==> config.mk <==
export PLATFORM = sky130hd
export DESIGN_NAME = servo_angle_duty_and_settle_tracker_unit
export DESIGN_NICKNAME = d
export VERILOG_FILES = /design/src/hdl/sadst_pkg.sv /design/src/hdl/sadst_cfg.sv /design/src/hdl/sadst_ctrl.sv /design/src/hdl/sadst_dp.sv /design/src/hdl/servo_angle_duty_and_settle_tracker_unit.sv
export SDC_FILE = /design/constraint.sdc
export NUM_CORES = 2
export LEC_CHECK = 0
export BUFFER_PORTS_ARGS = -buffer_cell sky130_fd_sc_hd__buf_4
export CAP_MARGIN = 20
export CELL_PAD_IN_SITES_DETAIL_PLACEMENT = 0
export CELL_PAD_IN_SITES_GLOBAL_PLACEMENT = 1
export CORE_UTILIZATION = 57
export CTS_CLUSTER_SIZE = 24
export DETAILED_ROUTE_END_ITERATION = 6
export PLACE_DENSITY_LB_ADDON = 0.3
export SLEW_MARGIN = 20
export SYNTH_ARGS = -nofsm -noshare
export SYNTH_HDL_FRONTEND = slang
export SYNTH_SLANG_ARGS = --single-unit
==> constraint.sdc <==
create_clock -name clk -period 12.7 [get_ports clk]
set_input_delay 2.54 -clock clk [delete_from_list [all_inputs] [get_ports clk]]
set_output_delay 2.54 -clock clk [all_outputs]
set_load 0.02 [all_outputs]
==> src/hdl/sadst_pkg.sv <==
// Shared types, constants and codes for the servo angle, duty and settle tracker.
// Used by every module of the block; depends on nothing else.
package sadst_pkg;

  localparam int unsigned NUM_SERVOS = 8;
  localparam int unsigned FULL_ANGLE = 90;
  localparam int unsigned SRV_IDX_W  = $clog2(NUM_SERVOS);

  localparam int unsigned CAL_W      = 10;
  localparam int unsigned CAL_LIMIT  = 1000;
  localparam int unsigned CAL_MIN_RST = 50;
  localparam int unsigned CAL_MAX_RST = 100;
  localparam int unsigned ANGLE_W    = 7;
  localparam int unsigned DUTY_W     = 17;
  localparam int unsigned DUTY_SCALE = 100;
  localparam int unsigned MOVE_W     = 10;
  localparam int unsigned MOVE_LIMIT = 1023;
  localparam int unsigned TIME_W     = 32;
  localparam int unsigned SWEEP_W    = 10;
  localparam int unsigned MASK_W     = 8;

  // Reciprocal of FULL_ANGLE, rounded up; exact floor for numerators below 2^25
  localparam int unsigned RECIP_SHIFT = 31;
  localparam longint unsigned RECIP_VAL =
    ((64'd1 << RECIP_SHIFT) + FULL_ANGLE - 1) / FULL_ANGLE;
  localparam int unsigned RECIP_W    = $clog2(RECIP_VAL + 1);

  localparam int unsigned A100_W     = $clog2(FULL_ANGLE * DUTY_SCALE + 1);
  localparam int unsigned SPAN_NUM_W = CAL_W + A100_W;
  localparam int unsigned SPAN_PROD_W = SPAN_NUM_W + RECIP_W;
  localparam int unsigned MV_NUM_W   = ANGLE_W + SWEEP_W;
  localparam int unsigned MV_PROD_W  = MV_NUM_W + RECIP_W;
  localparam int unsigned MVQ_W      = MV_PROD_W - RECIP_SHIFT;

  localparam int unsigned CFG_IDX_W  = 3;
  localparam int unsigned CFG_DATA_W = 10;

  // Command codes
  localparam logic [2:0] CMD_SET       = 3'd0;
  localparam logic [2:0] CMD_REST      = 3'd1;
  localparam logic [2:0] CMD_NUDGE     = 3'd2;
  localparam logic [2:0] CMD_CHECK_ONE = 3'd3;
  localparam logic [2:0] CMD_CHECK_ALL = 3'd4;
  localparam logic [2:0] CMD_LOAD      = 3'd5;

  // Result status codes
  localparam logic [1:0] STAT_OK    = 2'd0;
  localparam logic [1:0] STAT_RANGE = 2'd1;
  localparam logic [1:0] STAT_BAD   = 2'd2;

  // Configuration register indexes
  localparam logic [CFG_IDX_W-1:0] CFG_SHORT_SWEEP = 3'd0;
  localparam logic [CFG_IDX_W-1:0] CFG_LONG_SWEEP  = 3'd1;
  localparam logic [CFG_IDX_W-1:0] CFG_LONG_MASK   = 3'd2;
  localparam logic [CFG_IDX_W-1:0] CFG_MIRROR_MASK = 3'd3;
  localparam logic [CFG_IDX_W-1:0] CFG_FRONT_MASK  = 3'd4;
  localparam logic [CFG_IDX_W-1:0] CFG_FRONT_REST  = 3'd5;
  localparam logic [CFG_IDX_W-1:0] CFG_REAR_REST   = 3'd6;
  localparam logic [CFG_IDX_W-1:0] CFG_MIN_MOVE    = 3'd7;

  typedef struct packed {
    logic [2:0]         command;
    logic [2:0]         servo_index;
    logic [ANGLE_W-1:0] target_angle;
    logic [1:0]         nudge_mode;
    logic [CAL_W-1:0]   load_min_tenths;
    logic [CAL_W-1:0]   load_max_tenths;
    logic [TIME_W-1:0]  now_ms;
  } in_item_t;

  typedef struct packed {
    logic               duty_updated;
    logic [2:0]         servo_out;
    logic [DUTY_W-1:0]  duty_thousandths;
    logic [MOVE_W-1:0]  move_time_ms;
    logic               arrived;
    logic [1:0]         status;
  } out_item_t;

  typedef struct packed {
    logic [SWEEP_W-1:0] short_sweep_ms;
    logic [SWEEP_W-1:0] long_sweep_ms;
    logic [MASK_W-1:0]  long_sweep_mask;
    logic [MASK_W-1:0]  mirrored_mask;
    logic [MASK_W-1:0]  front_group_mask;
    logic [ANGLE_W-1:0] front_rest_angle;
    logic [ANGLE_W-1:0] rear_rest_angle;
    logic [MOVE_W-1:0]  min_move_ms;
  } cfg_t;

  typedef enum logic [2:0] {
    ST_IDLE,
    ST_READ,
    ST_MUL,
    ST_DIV,
    ST_SCAN,
    ST_SCAN_END,
    ST_FIN
  } state_t;

  typedef struct packed {
    logic                 take_item;
    logic                 rd_en;
    logic                 rd_scan;
    logic [SRV_IDX_W-1:0] scan_idx;
    logic                 scan_init;
    logic                 scan_acc;
    logic                 mul_en;
    logic                 div_en;
    logic                 commit;
  } dp_cmd_t;

  typedef struct packed {
    logic need_math;
    logic check_all;
  } dp_stat_t;

endpackage

==> src/hdl/sadst_cfg.sv <==
// Configuration register file of the servo tracker: eight registers with reset values.
// Depends on sadst_pkg.
module sadst_cfg (
  input  logic                             clk,
  input  logic                             rst_n,
  input  logic                             cfg_valid,
  output logic                             cfg_ready,
  input  logic [sadst_pkg::CFG_IDX_W-1:0]  cfg_index,
  input  logic [sadst_pkg::CFG_DATA_W-1:0] cfg_data,
  output sadst_pkg::cfg_t                  cfg
);
  import sadst_pkg::*;

  cfg_t cfg_r;
  cfg_t cfg_nxt;

  assign cfg_ready = 1'b1;
  assign cfg       = cfg_r;

  always_comb begin
    cfg_nxt = cfg_r;
    if (cfg_valid) begin
      unique case (cfg_index)
        CFG_SHORT_SWEEP: cfg_nxt.short_sweep_ms   = cfg_data[SWEEP_W-1:0];
        CFG_LONG_SWEEP:  cfg_nxt.long_sweep_ms    = cfg_data[SWEEP_W-1:0];
        CFG_LONG_MASK:   cfg_nxt.long_sweep_mask  = cfg_data[MASK_W-1:0];
        CFG_MIRROR_MASK: cfg_nxt.mirrored_mask    = cfg_data[MASK_W-1:0];
        CFG_FRONT_MASK:  cfg_nxt.front_group_mask = cfg_data[MASK_W-1:0];
        CFG_FRONT_REST:  cfg_nxt.front_rest_angle = cfg_data[ANGLE_W-1:0];
        CFG_REAR_REST:   cfg_nxt.rear_rest_angle  = cfg_data[ANGLE_W-1:0];
        CFG_MIN_MOVE:    cfg_nxt.min_move_ms      = cfg_data[MOVE_W-1:0];
        default:         cfg_nxt = cfg_r;
      endcase
    end
  end

  always_ff @(posedge clk) begin
    if (!rst_n) begin
      cfg_r.short_sweep_ms   <= SWEEP_W'(375);
      cfg_r.long_sweep_ms    <= SWEEP_W'(400);
      cfg_r.long_sweep_mask  <= MASK_W'(178);
      cfg_r.mirrored_mask    <= MASK_W'(192);
      cfg_r.front_group_mask <= MASK_W'(15);
      cfg_r.front_rest_angle <= ANGLE_W'(45);
      cfg_r.rear_rest_angle  <= ANGLE_W'(20);
      cfg_r.min_move_ms      <= MOVE_W'(100);
    end else begin
      cfg_r <= cfg_nxt;
    end
  end

endmodule

==> src/hdl/sadst_ctrl.sv <==
// Controller of the servo tracker: sequences read, multiply, divide, scan and result steps.
// Depends on sadst_pkg; drives the datapath through dp_cmd_t.
module sadst_ctrl (
  input  logic                clk,
  input  logic                rst_n,
  input  logic                in_valid,
  output logic                in_stall,
  output logic                out_valid,
  input  logic                out_stall,
  input  sadst_pkg::dp_stat_t stat,
  output sadst_pkg::dp_cmd_t  cmd
);
  import sadst_pkg::*;

  state_t               state_r, state_nxt;
  logic [SRV_IDX_W-1:0] scan_cnt_r, scan_cnt_nxt;
  logic                 out_valid_r, out_valid_nxt;

  assign out_valid = out_valid_r;

  always_ff @(posedge clk) begin
    if (!rst_n) begin
      state_r     <= ST_IDLE;
      scan_cnt_r  <= '0;
      out_valid_r <= 1'b0;
    end else begin
      state_r     <= state_nxt;
      scan_cnt_r  <= scan_cnt_nxt;
      out_valid_r <= out_valid_nxt;
    end
  end

  always_comb begin
    state_nxt     = state_r;
    scan_cnt_nxt  = scan_cnt_r;
    // drop the held result once it is taken
    out_valid_nxt = out_valid_r && out_stall;
    in_stall      = 1'b1;
    cmd           = '0;
    unique case (state_r)
      ST_IDLE: begin
        in_stall = 1'b0;
        if (in_valid) begin
          cmd.take_item = 1'b1;
          state_nxt     = ST_READ;
        end
      end
      ST_READ: begin
        cmd.rd_en     = 1'b1;
        cmd.scan_init = 1'b1;
        if (stat.check_all) begin
          scan_cnt_nxt = '0;
          state_nxt    = ST_SCAN;
        end else if (stat.need_math) begin
          state_nxt = ST_MUL;
        end else begin
          state_nxt = ST_FIN;
        end
      end
      ST_MUL: begin
        cmd.mul_en = 1'b1;
        state_nxt  = ST_DIV;
      end
      ST_DIV: begin
        cmd.div_en = 1'b1;
        state_nxt  = ST_FIN;
      end
      ST_SCAN: begin
        // read one deadline a cycle, fold in the one read the cycle before
        cmd.rd_en    = 1'b1;
        cmd.rd_scan  = 1'b1;
        cmd.scan_idx = scan_cnt_r;
        cmd.scan_acc = (scan_cnt_r != '0);
        if (scan_cnt_r == SRV_IDX_W'(NUM_SERVOS - 1)) begin
          state_nxt = ST_SCAN_END;
        end else begin
          scan_cnt_nxt = scan_cnt_r + 1'b1;
        end
      end
      ST_SCAN_END: begin
        cmd.scan_acc = 1'b1;
        state_nxt    = ST_FIN;
      end
      ST_FIN: begin
        // hold until the output register is free
        if (!out_valid_r || !out_stall) begin
          cmd.commit    = 1'b1;
          out_valid_nxt = 1'b1;
          state_nxt     = ST_IDLE;
        end
      end
      default: state_nxt = ST_IDLE;
    endcase
  end

endmodule

==> src/hdl/sadst_dp.sv <==
// Datapath of the servo tracker: servo tables, duty and move-time arithmetic, result register.
// Depends on sadst_pkg; steered by sadst_ctrl through dp_cmd_t.
module sadst_dp (
  input  logic                 clk,
  input  logic                 rst_n,
  input  sadst_pkg::in_item_t  in_item,
  input  sadst_pkg::cfg_t      cfg,
  input  sadst_pkg::dp_cmd_t   cmd,
  output sadst_pkg::dp_stat_t  stat,
  output sadst_pkg::out_item_t out_item
);
  import sadst_pkg::*;

  // Servo tables
  logic [CAL_W-1:0]   cal_min_tbl_r  [NUM_SERVOS];
  logic [CAL_W-1:0]   cal_max_tbl_r  [NUM_SERVOS];
  logic [ANGLE_W-1:0] last_angle_tbl_r [NUM_SERVOS];
  logic [TIME_W-1:0]  deadline_tbl_r [NUM_SERVOS];

  in_item_t              item_r;
  logic [CAL_W-1:0]      lo_r, hi_r;
  logic [ANGLE_W-1:0]    last_r;
  logic [TIME_W-1:0]     dl_r;
  logic [A100_W-1:0]     a100_r;
  logic                  acc_r;
  logic [SPAN_NUM_W-1:0] span_num_r;
  logic                  neg_r;
  logic [MV_NUM_W-1:0]   mv_num_r;
  logic [DUTY_W-1:0]     span_r;
  logic [MVQ_W-1:0]      mvq_r;
  out_item_t             out_r;

  logic [SRV_IDX_W-1:0]   idx;
  logic [SRV_IDX_W-1:0]   rd_addr;
  logic                   bad_cmd;
  logic                   range_bad;
  logic                   mirrored;
  logic [ANGLE_W-1:0]     rest_sel, rest_ang, cmd_ang, eff_ang;
  logic [A100_W-1:0]      a100;
  logic [CAL_W-1:0]       cal_diff;
  logic [ANGLE_W-1:0]     ang_diff;
  logic [SWEEP_W-1:0]     sweep;
  logic [SPAN_PROD_W-1:0] span_prod;
  logic [MV_PROD_W-1:0]   mv_prod;
  logic [DUTY_W:0]        lo100, duty_sum;
  logic [MVQ_W-1:0]       mv_floor;
  logic [MOVE_W-1:0]      mv;
  logic                   nudge_up, nudge_max;
  logic [CAL_W-1:0]       nudge_src, nudge_val;
  logic [CAL_W-1:0]       load_min, load_max;
  logic                   wr_last, wr_dl, wr_min, wr_max;
  logic [ANGLE_W-1:0]     last_val;
  logic [CAL_W-1:0]       min_val, max_val;
  out_item_t              out_nxt;

  assign out_item = out_r;

  assign idx       = item_r.servo_index[SRV_IDX_W-1:0];
  assign rd_addr   = cmd.rd_scan ? cmd.scan_idx : idx;
  assign bad_cmd   = (item_r.command > CMD_LOAD) ||
                     ({1'b0, item_r.servo_index} >= 4'(NUM_SERVOS));
  assign range_bad = item_r.target_angle > ANGLE_W'(FULL_ANGLE);
  assign mirrored  = cfg.mirrored_mask[idx];

  assign stat.check_all = (item_r.command == CMD_CHECK_ALL);
  assign stat.need_math = !bad_cmd &&
                          (((item_r.command == CMD_SET) && !range_bad) ||
                           (item_r.command == CMD_REST));

  // Effective angle for the duty, mirrored where the mask says so
  always_comb begin
    rest_sel = cfg.front_group_mask[idx] ? cfg.front_rest_angle : cfg.rear_rest_angle;
    rest_ang = (rest_sel > ANGLE_W'(FULL_ANGLE)) ? ANGLE_W'(FULL_ANGLE) : rest_sel;
    cmd_ang  = (item_r.command == CMD_REST) ? rest_ang : item_r.target_angle;
    eff_ang  = mirrored ? ANGLE_W'(FULL_ANGLE) - cmd_ang : cmd_ang;
    a100     = A100_W'(eff_ang) * A100_W'(DUTY_SCALE);
  end

  // Operands of the first multiply
  always_comb begin
    cal_diff = (hi_r >= lo_r) ? hi_r - lo_r : lo_r - hi_r;
    ang_diff = (item_r.target_angle > last_r) ? item_r.target_angle - last_r
                                              : last_r - item_r.target_angle;
    sweep    = cfg.long_sweep_mask[idx] ? cfg.long_sweep_ms : cfg.short_sweep_ms;
  end

  // Divide by the full angle through the rounded-up reciprocal
  assign span_prod = SPAN_PROD_W'(span_num_r) * SPAN_PROD_W'(RECIP_VAL);
  assign mv_prod   = MV_PROD_W'(mv_num_r) * MV_PROD_W'(RECIP_VAL);

  // Final duty and move time
  always_comb begin
    lo100    = (DUTY_W + 1)'(lo_r) * (DUTY_W + 1)'(DUTY_SCALE);
    duty_sum = neg_r ? lo100 - (DUTY_W + 1)'(span_r) : lo100 + (DUTY_W + 1)'(span_r);
    mv_floor = (mvq_r < MVQ_W'(cfg.min_move_ms)) ? MVQ_W'(cfg.min_move_ms) : mvq_r;
    mv       = (mv_floor > MVQ_W'(MOVE_LIMIT)) ? MOVE_W'(MOVE_LIMIT)
                                                : mv_floor[MOVE_W-1:0];
  end

  // Nudge and load values
  always_comb begin
    nudge_up  = item_r.nudge_mode[0] ^ mirrored;
    nudge_max = item_r.nudge_mode[1] ^ mirrored;
    nudge_src = nudge_max ? hi_r : lo_r;
    if (nudge_up) begin
      nudge_val = (nudge_src >= CAL_W'(CAL_LIMIT)) ? CAL_W'(CAL_LIMIT) : nudge_src + 1'b1;
    end else begin
      nudge_val = (nudge_src == '0) ? '0 : nudge_src - 1'b1;
    end
    load_min = (item_r.load_min_tenths > CAL_W'(CAL_LIMIT)) ? CAL_W'(CAL_LIMIT)
                                                            : item_r.load_min_tenths;
    load_max = (item_r.load_max_tenths > CAL_W'(CAL_LIMIT)) ? CAL_W'(CAL_LIMIT)
                                                            : item_r.load_max_tenths;
  end

  // Result and table updates
  always_comb begin
    out_nxt                  = '0;
    out_nxt.servo_out        = item_r.servo_index;
    out_nxt.status           = STAT_OK;
    wr_last                  = 1'b0;
    wr_dl                    = 1'b0;
    wr_min                   = 1'b0;
    wr_max                   = 1'b0;
    last_val                 = item_r.target_angle;
    min_val                  = nudge_val;
    max_val                  = nudge_val;
    if (item_r.command == CMD_CHECK_ALL) begin
      out_nxt.servo_out = '0;
      out_nxt.arrived   = acc_r;
    end else if (bad_cmd) begin
      out_nxt.status = STAT_BAD;
    end else begin
      case (item_r.command)
        CMD_SET: begin
          if (range_bad) begin
            out_nxt.status = STAT_RANGE;
          end else begin
            out_nxt.duty_updated     = 1'b1;
            out_nxt.duty_thousandths = duty_sum[DUTY_W-1:0];
            out_nxt.move_time_ms     = mv;
            wr_last                  = (last_r != item_r.target_angle);
            wr_dl                    = (last_r != item_r.target_angle);
          end
        end
        CMD_REST: begin
          out_nxt.duty_updated     = 1'b1;
          out_nxt.duty_thousandths = duty_sum[DUTY_W-1:0];
          wr_last                  = 1'b1;
          last_val                 = '0;
        end
        CMD_NUDGE: begin
          wr_max = nudge_max;
          wr_min = !nudge_max;
        end
        CMD_CHECK_ONE: begin
          out_nxt.arrived = (dl_r < item_r.now_ms);
        end
        CMD_LOAD: begin
          wr_min  = 1'b1;
          wr_max  = 1'b1;
          min_val = load_min;
          max_val = load_max;
        end
        default: out_nxt.status = STAT_BAD;
      endcase
    end
  end

  always_ff @(posedge clk) begin
    if (!rst_n) begin
      for (int i = 0; i < NUM_SERVOS; i++) begin
        cal_min_tbl_r[i]    <= CAL_W'(CAL_MIN_RST);
        cal_max_tbl_r[i]    <= CAL_W'(CAL_MAX_RST);
        last_angle_tbl_r[i] <= '0;
        deadline_tbl_r[i]   <= '0;
      end
    end else if (cmd.commit) begin
      if (wr_min) begin
        cal_min_tbl_r[idx] <= min_val;
      end
      if (wr_max) begin
        cal_max_tbl_r[idx] <= max_val;
      end
      if (wr_last) begin
        last_angle_tbl_r[idx] <= last_val;
      end
      if (wr_dl) begin
        deadline_tbl_r[idx] <= item_r.now_ms + TIME_W'(mv);
      end
    end
  end

  always_ff @(posedge clk) begin
    if (!rst_n) begin
      acc_r <= 1'b1;
    end else if (cmd.scan_init) begin
      acc_r <= 1'b1;
    end else if (cmd.scan_acc) begin
      acc_r <= acc_r & (dl_r < item_r.now_ms);
    end
  end

  always_ff @(posedge clk) begin
    if (cmd.take_item) begin
      item_r <= in_item;
    end
    if (cmd.rd_en) begin
      lo_r   <= cal_min_tbl_r[rd_addr];
      hi_r   <= cal_max_tbl_r[rd_addr];
      last_r <= last_angle_tbl_r[rd_addr];
      dl_r   <= deadline_tbl_r[rd_addr];
      a100_r <= a100;
    end
    if (cmd.mul_en) begin
      span_num_r <= SPAN_NUM_W'(cal_diff) * SPAN_NUM_W'(a100_r);
      neg_r      <= (hi_r < lo_r);
      mv_num_r   <= MV_NUM_W'(ang_diff) * MV_NUM_W'(sweep);
    end
    if (cmd.div_en) begin
      span_r <= span_prod[RECIP_SHIFT +: DUTY_W];
      mvq_r  <= mv_prod[MV_PROD_W-1:RECIP_SHIFT];
    end
    if (cmd.commit) begin
      out_r <= out_nxt;
    end
  end

endmodule

==> src/hdl/servo_angle_duty_and_settle_tracker_unit.sv <==
// Top level of the servo angle, duty and settle tracker.
// Depends on sadst_pkg, sadst_cfg, sadst_ctrl and sadst_dp.

// The block keeps calibration, last angle and settle deadline for eight servos and
// handles one command item at a time. A set-angle or rest item passes through the
// table read, one multiply for the duty span and the move distance, one reciprocal
// multiply that divides both by the full angle, then the result step; nudge, load,
// check-one and rejected items go from the table read to the result step; check-all
// reads the eight deadlines one per cycle through a single table port before the
// result step. Results leave through an output register, so a new item is taken
// while the previous result still waits; the next result is held back until that
// register is free. Configuration writes are taken on every cycle and must only
// happen while the block is idle.
module servo_angle_duty_and_settle_tracker_unit (
  input  logic                             clk,
  input  logic                             rst_n,
  input  logic                             in_valid,
  output logic                             in_stall,
  input  sadst_pkg::in_item_t              in_data,
  output logic                             out_valid,
  input  logic                             out_stall,
  output sadst_pkg::out_item_t             out_data,
  input  logic                             cfg_valid,
  output logic                             cfg_ready,
  input  logic [sadst_pkg::CFG_IDX_W-1:0]  cfg_index,
  input  logic [sadst_pkg::CFG_DATA_W-1:0] cfg_data
);
  import sadst_pkg::*;

  cfg_t     cfg;
  dp_cmd_t  dp_cmd;
  dp_stat_t dp_stat;

  sadst_cfg u_cfg (
    .clk       (clk),
    .rst_n     (rst_n),
    .cfg_valid (cfg_valid),
    .cfg_ready (cfg_ready),
    .cfg_index (cfg_index),
    .cfg_data  (cfg_data),
    .cfg       (cfg)
  );

  sadst_ctrl u_ctrl (
    .clk       (clk),
    .rst_n     (rst_n),
    .in_valid  (in_valid),
    .in_stall  (in_stall),
    .out_valid (out_valid),
    .out_stall (out_stall),
    .stat      (dp_stat),
    .cmd       (dp_cmd)
  );

  sadst_dp u_dp (
    .clk      (clk),
    .rst_n    (rst_n),
    .in_item  (in_data),
    .cfg      (cfg),
    .cmd      (dp_cmd),
    .stat     (dp_stat),
    .out_item (out_data)
  );

  // One item in flight: after an accept the input side closes
  a_one_in_flight: assert property (@(posedge clk) disable iff (!rst_n)
    in_valid && !in_stall |=> in_stall)
    else $error("input accepted while an item is still in work");

  // No result can appear in the cycle right after an accept
  a_min_latency: assert property (@(posedge clk) disable iff (!rst_n)
    in_valid && !in_stall |=> !$rose(out_valid))
    else $error("result appeared too early after accept");

  // Rejected items drive no duty and no move time
  a_reject_clean: assert property (@(posedge clk) disable iff (!rst_n)
    out_valid && (out_data.status != STAT_OK) |->
      !out_data.duty_updated && (out_data.move_time_ms == '0))
    else $error("rejected item carries a duty or move time");

  // A driven duty never reports a check result
  a_duty_no_arrive: assert property (@(posedge clk) disable iff (!rst_n)
    out_valid && out_data.duty_updated |-> !out_data.arrived)
    else $error("duty update flagged as arrived");

endmodule

# [Word level (Yosys, flattened, before mapping)]
# Memory sizes are Yosys's and may differ from the RTL's. A register that Yosys moved wholly into a read port is not among the register bits.
# Cells that the tools add are included.
[classes] n_eq_ne=25 mux=106 bitwise_logic=5 add_sub_neg=11 magnitude_cmp=13 n_reduce_logical=36 mul=6
[ops] operator="$mux W10" n=17
[ops] operator="$mux W7" n=9
[ops] operator="$mux W1" n=50
[ops] operator="$mul A22 B24 Y45 const B" n=1
[ops] operator="$mul A17 B24 Y41 const B" n=1
[ops] operator="$mux W3" n=12
[ops] operator="$pmux W17 S2" n=1
[ops] operator="$add A32 B10 Y32" n=1
[ops] operator="$lt A32 B32 Y1" n=1
[ops] operator="$mux W32" n=1
[ops] operator="$reduce_or A32 Y1" n=1
[ops] operator="$eq A3 B3 Y1 const B" n=10
[ops] operator="$mux W27" n=1
[ops] operator="$mul A10 B12 Y22" n=1
[ops] operator="$gt A10 B10 Y1 const B" n=2
[ops] operator="$reduce_or A10 Y1" n=2
[ops] operator="$sub A10 B10 Y10" n=2
[ops] operator="$eq A3 B2 Y1 const B" n=6
[ops] operator="$pmux W3 S6" n=1
[ops] operator="$add A17 B17 Y17" n=1
[ops] operator="$mul A7 B10 Y17" n=1
[ops] operator="$mux W17" n=1
[ops] operator="$sub A17 B17 Y17" n=1
[ops] operator="$reduce_and A2 Y1" n=8
[ops] operator="41 further kinds" n=70
[totals] memories=4 in_bits=85 regBits=257 wordCells=238 output_inout_bits=37 ramBits=472
[memory_table] name="u_dp.deadline_tbl_r" words=8 word_bits=32 read_ports=1 rd_ports_with_merged_regs=1 write_ports=8 line="sadst_dp.sv:18" text="logic [TIME_W-1:0] deadline_tbl_r [NUM_SERVOS];"
[memory_table] name="u_dp.cal_max_tbl_r" words=8 word_bits=10 read_ports=1 rd_ports_with_merged_regs=1 write_ports=8 line="sadst_dp.sv:16" text="logic [CAL_W-1:0] cal_max_tbl_r [NUM_SERVOS];"
[memory_table] name="u_dp.cal_min_tbl_r" words=8 word_bits=10 read_ports=1 rd_ports_with_merged_regs=1 write_ports=8 line="sadst_dp.sv:15" text="logic [CAL_W-1:0] cal_min_tbl_r [NUM_SERVOS];"
[memory_table] name="u_dp.last_angle_tbl_r" words=8 word_bits=7 read_ports=1 rd_ports_with_merged_regs=1 write_ports=8 line="sadst_dp.sv:17" text="logic [ANGLE_W-1:0] last_angle_tbl_r [NUM_SERVOS];"

# [Longest topological paths before layout]
[depth] ltp_word=13 mapped_depth=36

# [Cells and area by module]
# A second synthesis with hierarchy kept.
[hier_totals] cells_unflattened=4795 hier_area_um2=55967.4
[by_module_without_submodules] mod="sadst_dp" cells_per_inst=4479 area_per_inst_um2=52770.6 n_inst=1
[by_module_without_submodules] mod="sadst_cfg" cells_per_inst=256 area_per_inst_um2=2675.1 n_inst=1
[by_module_without_submodules] mod="sadst_ctrl" cells_per_inst=60 area_per_inst_um2=521.8 n_inst=1

# [Worst setup path before layout]
# OpenSTA, ideal clock, no wires.
[synth_path] kind="flip-flop to flip-flop" startpoint="register u_dp.lo_r[1], read port of u_dp.cal_min_tbl_r" endpoint="register u_dp.span_num_r[21], data pin" setup_time_ps=259 path_slack_ps=4489 arrival_ps=7952 path_stages_with_launch=34 cell_sequence="edfxtp_1 -> inv_1 -> fa_1 -> a21oi_1 -> o21bai_1 -> a221oi_1 -> a21oi_1 -> buf_2 -> mux2_2 -> a21oi_1 -> o21ai_0 -> xnor2_1 -> clkbuf_1 -> nand2_1 -> fa_1 -> inv_1 -> fa_1 -> ha_1 -> fa_1 -> inv_1 -> fa_1 -> inv_1 -> ha_1 -> or4_1 -> a211oi_1 -> o31ai_1 -> o31a_1 -> and4_1 -> a211o_1 -> a31oi_1 -> nor2b_1 -> o21a_1 -> nor2_1 -> xnor2_1"
[synth_between] elab_chain_len=3 word_cells_on_any_way=5 cone_classes="2 x add/sub; 1 x mul; 1 x order compare; 1 x mux"
[synth_rtl] item="start: declaration" line="sadst_dp.sv:21" text="logic [CAL_W-1:0] lo_r, hi_r;"
[synth_rtl] item="$sub A10 B10 Y10 / $ge A10 B10 Y1 (equally long branches)" line="sadst_dp.sv:81" text="cal_diff = (hi_r >= lo_r) ? hi_r - lo_r : lo_r - hi_r;"
[synth_rtl] item="$mux W10 *" line="sadst_dp.sv:81"
[synth_rtl] item="$mul A10 B12 Y22 *" line="sadst_dp.sv:216" text="span_num_r <= SPAN_NUM_W'(cal_diff) * SPAN_NUM_W'(a100_r);"
[synth_rtl] item="end signal: assignment" line="sadst_dp.sv:216"
[synth_rtl] item="end: declaration" line="sadst_dp.sv:26" text="logic [SPAN_NUM_W-1:0] span_num_r;"
# Every way passes the cells marked *; elsewhere a longest branch is shown, timed or not.
# A chain may end at the register's enable or synchronous reset.

# [Worst setup path in the final report]
# Ends and elaborated chain as after synthesis.

==> flow_summary.toml <==
[floorplan]
coreArea_mm2 = 0.0949
design.portCount = 122
die-height_um = 311
start_util = 0.575
die-area_mm2 = 0.0969
num_rows = 113
die_w_um = 311

[timing]
tightest_slew_ns = 1.16
clock_skew_ns = 0.0560
totalNegativeSetupSlack_ns = 0
min_period_ns = 9.37
setup_violations = 0
finalHoldViolations = 0
maxSlewHeadroom = 0.225
finalMaxSlewViolations = 0
rsz_0062_raised_after_global_routing = "no"
achievable-frequency_ghz = 0.107
layout_worst_path_cycle_share = 0.738

[status]
outcome = "completed"

[setup_path]
worstSetupStartpointType = "flop"
ff2ff_path_depth = 32
cp_num_buf_inv = 4
path_class = "flop to flop"
critical_path_required_ns = 13.10
worst_ep_arrival_time_ns = 9.77
cp_max_fo = 12
cp_top_family = "adder cells"
critical_path.slowest_cell = "sky130_fd_sc_hd__xnor2_1"
worstSetupPathDepth = 32
critical_path.most_common_cell = "sky130_fd_sc_hd__fa_1"
cpPeakStageDelay_ns = 0.82
crit_path_end_kind = "flop"

[final_layout]
fillerInstances = 7469
num_antenna_cells = 0
post-route-cell-area_mm2 = 0.0599
ff_latch_area_mm2 = 0.0229
drive_gt1_frac = 0.112
most-common-layout-cells = "sky130_fd_sc_hd__edfxtp_1, sky130_fd_sc_hd__inv_1, sky130_fd_sc_hd__ha_1"
layout.cells.most_common = "sky130_fd_sc_hd__edfxtp_1"
multi_input_logic_area_mm2 = 0.0289
area_growth_syn_to_layout_pct = 9.85
num-nets-final = 5845

[detailed_routing]
drt_first_pass_iters = 6
drc = 0
via_per_inst = 5.79
route.detailed.wl_per_inst_um = 21.8
via_count = 35700
postRouteAntennaNets = 0
postRouteWirelength_um = 135000
first_iter_violations = 2890

[yosys]
ys_ff_latch = 788
post-synth-top-area-cell = "sky130_fd_sc_hd__edfxtp_1"
synth_warnings = 0
synth-seq-area-share = 0.420
synth_area_per_cell_um2 = 11.6
synth_cell_type_count = 79
count_of_flip_flops_with_a_built_in_enable_after_synthesis = 712
synthArstFlopShare = 0
post_synth_instance_area_mm2 = 0.0545
yosys-top-cells-area = "sky130_fd_sc_hd__edfxtp_1, sky130_fd_sc_hd__ha_1, sky130_fd_sc_hd__fa_1"
postSynthNetCount = 5727
syn_inst = 4716
synth-main-ff-cell = "sky130_fd_sc_hd__edfxtp_1"
yosysTopAreaCellShare = 0.392

[cts]
post-cts-setup-buffers = 0
ctsRootBufferMaster = "sky130_fd_sc_hd__clkbuf_16"
clockBufferDepth = 3
cts.repair.resized = 0
cts_inserted_buffers = 84
maximum_level_of_the_cts_h_tree = 3
cts_tree = "built"
worst_skew_pair.late_latency_ns = 0.67
ctsHoldBuffers = 0
cts.clk_slew.worst_paths_ns = 0.06
clock_sinks = 788

[placement]
hpwl_um = 97200
post_dp_cell_area_mm2 = 0.0569
place.port_buffers = 120
place_congestion = 0.900

[global_routing]
grt_max_degree = 69
number_of_antenna_violations_at_the_first_check_in_global_routing = 2
globalRouteTotalUtil = 0.285
grt_first_pass_wirelength_um = 212000
remaining_global_route_overflow = 0
vias_in_the_first_global_route = 37300

[hold_path]
min_delay_path_depth = 2
timing.hold.worst.class = "flop to flop"

[job]
drv.max_cap_violation_count = 0
==> metal layers <==
| metal | vias to the layer above | global-route usage | routed length [um] |
|---|---|---|---|
| li1 | 16500 | - | - |
| met4 | 0 | 0.0890 | 4060 |
| met5 | - | 0 | 0 |
| met3 | 218 | 0.0419 | 9800 |
| met1 | 17700 | 0.388 | 55800 |
| met2 | 1317 | 0.475 | 64900 |
==> area by class of cell <==
class | count | area share
clock buffer | 102 | 0.0376
tap | 1265 | 0.0264
sequential | 788 | 0.382
inverter | 615 | 0.0386
multi-input combinational | 3179 | 0.483
clock inverter | 53 | 0.0106
timing repair buffer | 166 | 0.0214
==> per-stage QoR <==
stage	worst slack (ns)	hold WS, ns	utilization	cells
detailed placement	3.34	0.446	0.600	6011
finish	3.33	0.451	0.631	6168
floorplan	4.49	0.433	-	4716
CTS	3.34	0.454	0.631	6166
global placement	3.46	0.440	0.600	6010
global route	2.61	0.469	0.631	6168
==> state kept, by name, summed over array words and instances, names as in the netlist, 3 cells and up <==
signal / count
u_dp.cal_max_tbl_r: 80
u_dp.lo_r: 10
u_ctrl.state_r: 3
u_dp.cal_min_tbl_r: 80
u_dp.deadline_tbl_r: 256
u_dp.last_angle_tbl_r: 56
u_dp.hi_r: 10
u_dp.mv_num_r: 17
u_dp.last_r: 7
u_dp.a100_r: 12
u_dp.idx: 3
u_dp.span_r: 17
u_cfg.cfg: 68
u_dp.out_item: 34
u_dp.item_r: 64
u_dp.span_num_r: 22
u_ctrl.scan_cnt_r: 3
u_dp.mvq_r: 11
u_dp.dl_r: 32
==> worst register-to-register path: cells and delay by family (launching register included) <==
family / cells / cell delay [ns]
AO/OA/AOI/OAI: 14 / 2.91
multiplexers: 1 / 0.32
buffers and inverters: 4 / 0.33
AND/OR/NAND/NOR: 4 / 0.61
XOR/XNOR: 2 / 0.91
flip-flops: 1 / 0.64
adder cells (fa/ha/maj): 7 / 3.46
==> logic make-up after synthesis <==
kind of cell	synth area share
other	0.0000688
adder cells (fa/ha/maj)	0.260
buffers and inverters	0.0519
multiplexers	0.0730
XOR/XNOR	0.0265
flip-flops	0.420
AND/OR/NAND/NOR	0.110
AO/OA/AOI/OAI	0.0583
==> synth_stat cells (11+ instances only) <==
library cell	n
sky130_fd_sc_hd__a211oi_1	16
sky130_fd_sc_hd__a21o_1	63
sky130_fd_sc_hd__a21oi_1	188
sky130_fd_sc_hd__a31oi_1	15
sky130_fd_sc_hd__and2_1	66
sky130_fd_sc_hd__and3_1	17
sky130_fd_sc_hd__buf_1	21
sky130_fd_sc_hd__clkbuf_1	99
sky130_fd_sc_hd__dfxtp_1	76
sky130_fd_sc_hd__edfxtp_1	712
sky130_fd_sc_hd__fa_1	347
sky130_fd_sc_hd__ha_1	579
sky130_fd_sc_hd__inv_1	610
sky130_fd_sc_hd__mux2_2	76
sky130_fd_sc_hd__mux2i_1	33
sky130_fd_sc_hd__mux4_2	123
sky130_fd_sc_hd__nand2_1	417
sky130_fd_sc_hd__nand2b_1	39
sky130_fd_sc_hd__nand3_1	64
sky130_fd_sc_hd__nand4_1	25
sky130_fd_sc_hd__nor2_1	565
sky130_fd_sc_hd__nor2b_1	66
sky130_fd_sc_hd__nor3_1	40
sky130_fd_sc_hd__nor4_1	13
sky130_fd_sc_hd__o211ai_1	11
sky130_fd_sc_hd__o21ai_0	66
sky130_fd_sc_hd__o21bai_1	30
sky130_fd_sc_hd__xnor2_1	130
sky130_fd_sc_hd__xor2_1	33
==> worst paths after layout <==
kind	end	slack [ns]	from
setup / recovery	u_dp.span_num_r[21]	3.33	u_dp.lo_r[1]
hold / removal	u_cfg.cfg[53]	0.45	u_cfg.cfg[53]
setup reg to reg	u_dp.span_num_r[21]	3.33	u_dp.lo_r[1]
hold reg to reg	u_cfg.cfg[53]	0.45	u_cfg.cfg[53]
Power is left out: the tool's default activity adds up to more than one toggle a clock period on the data nets, which glitch-free logic cannot reach.
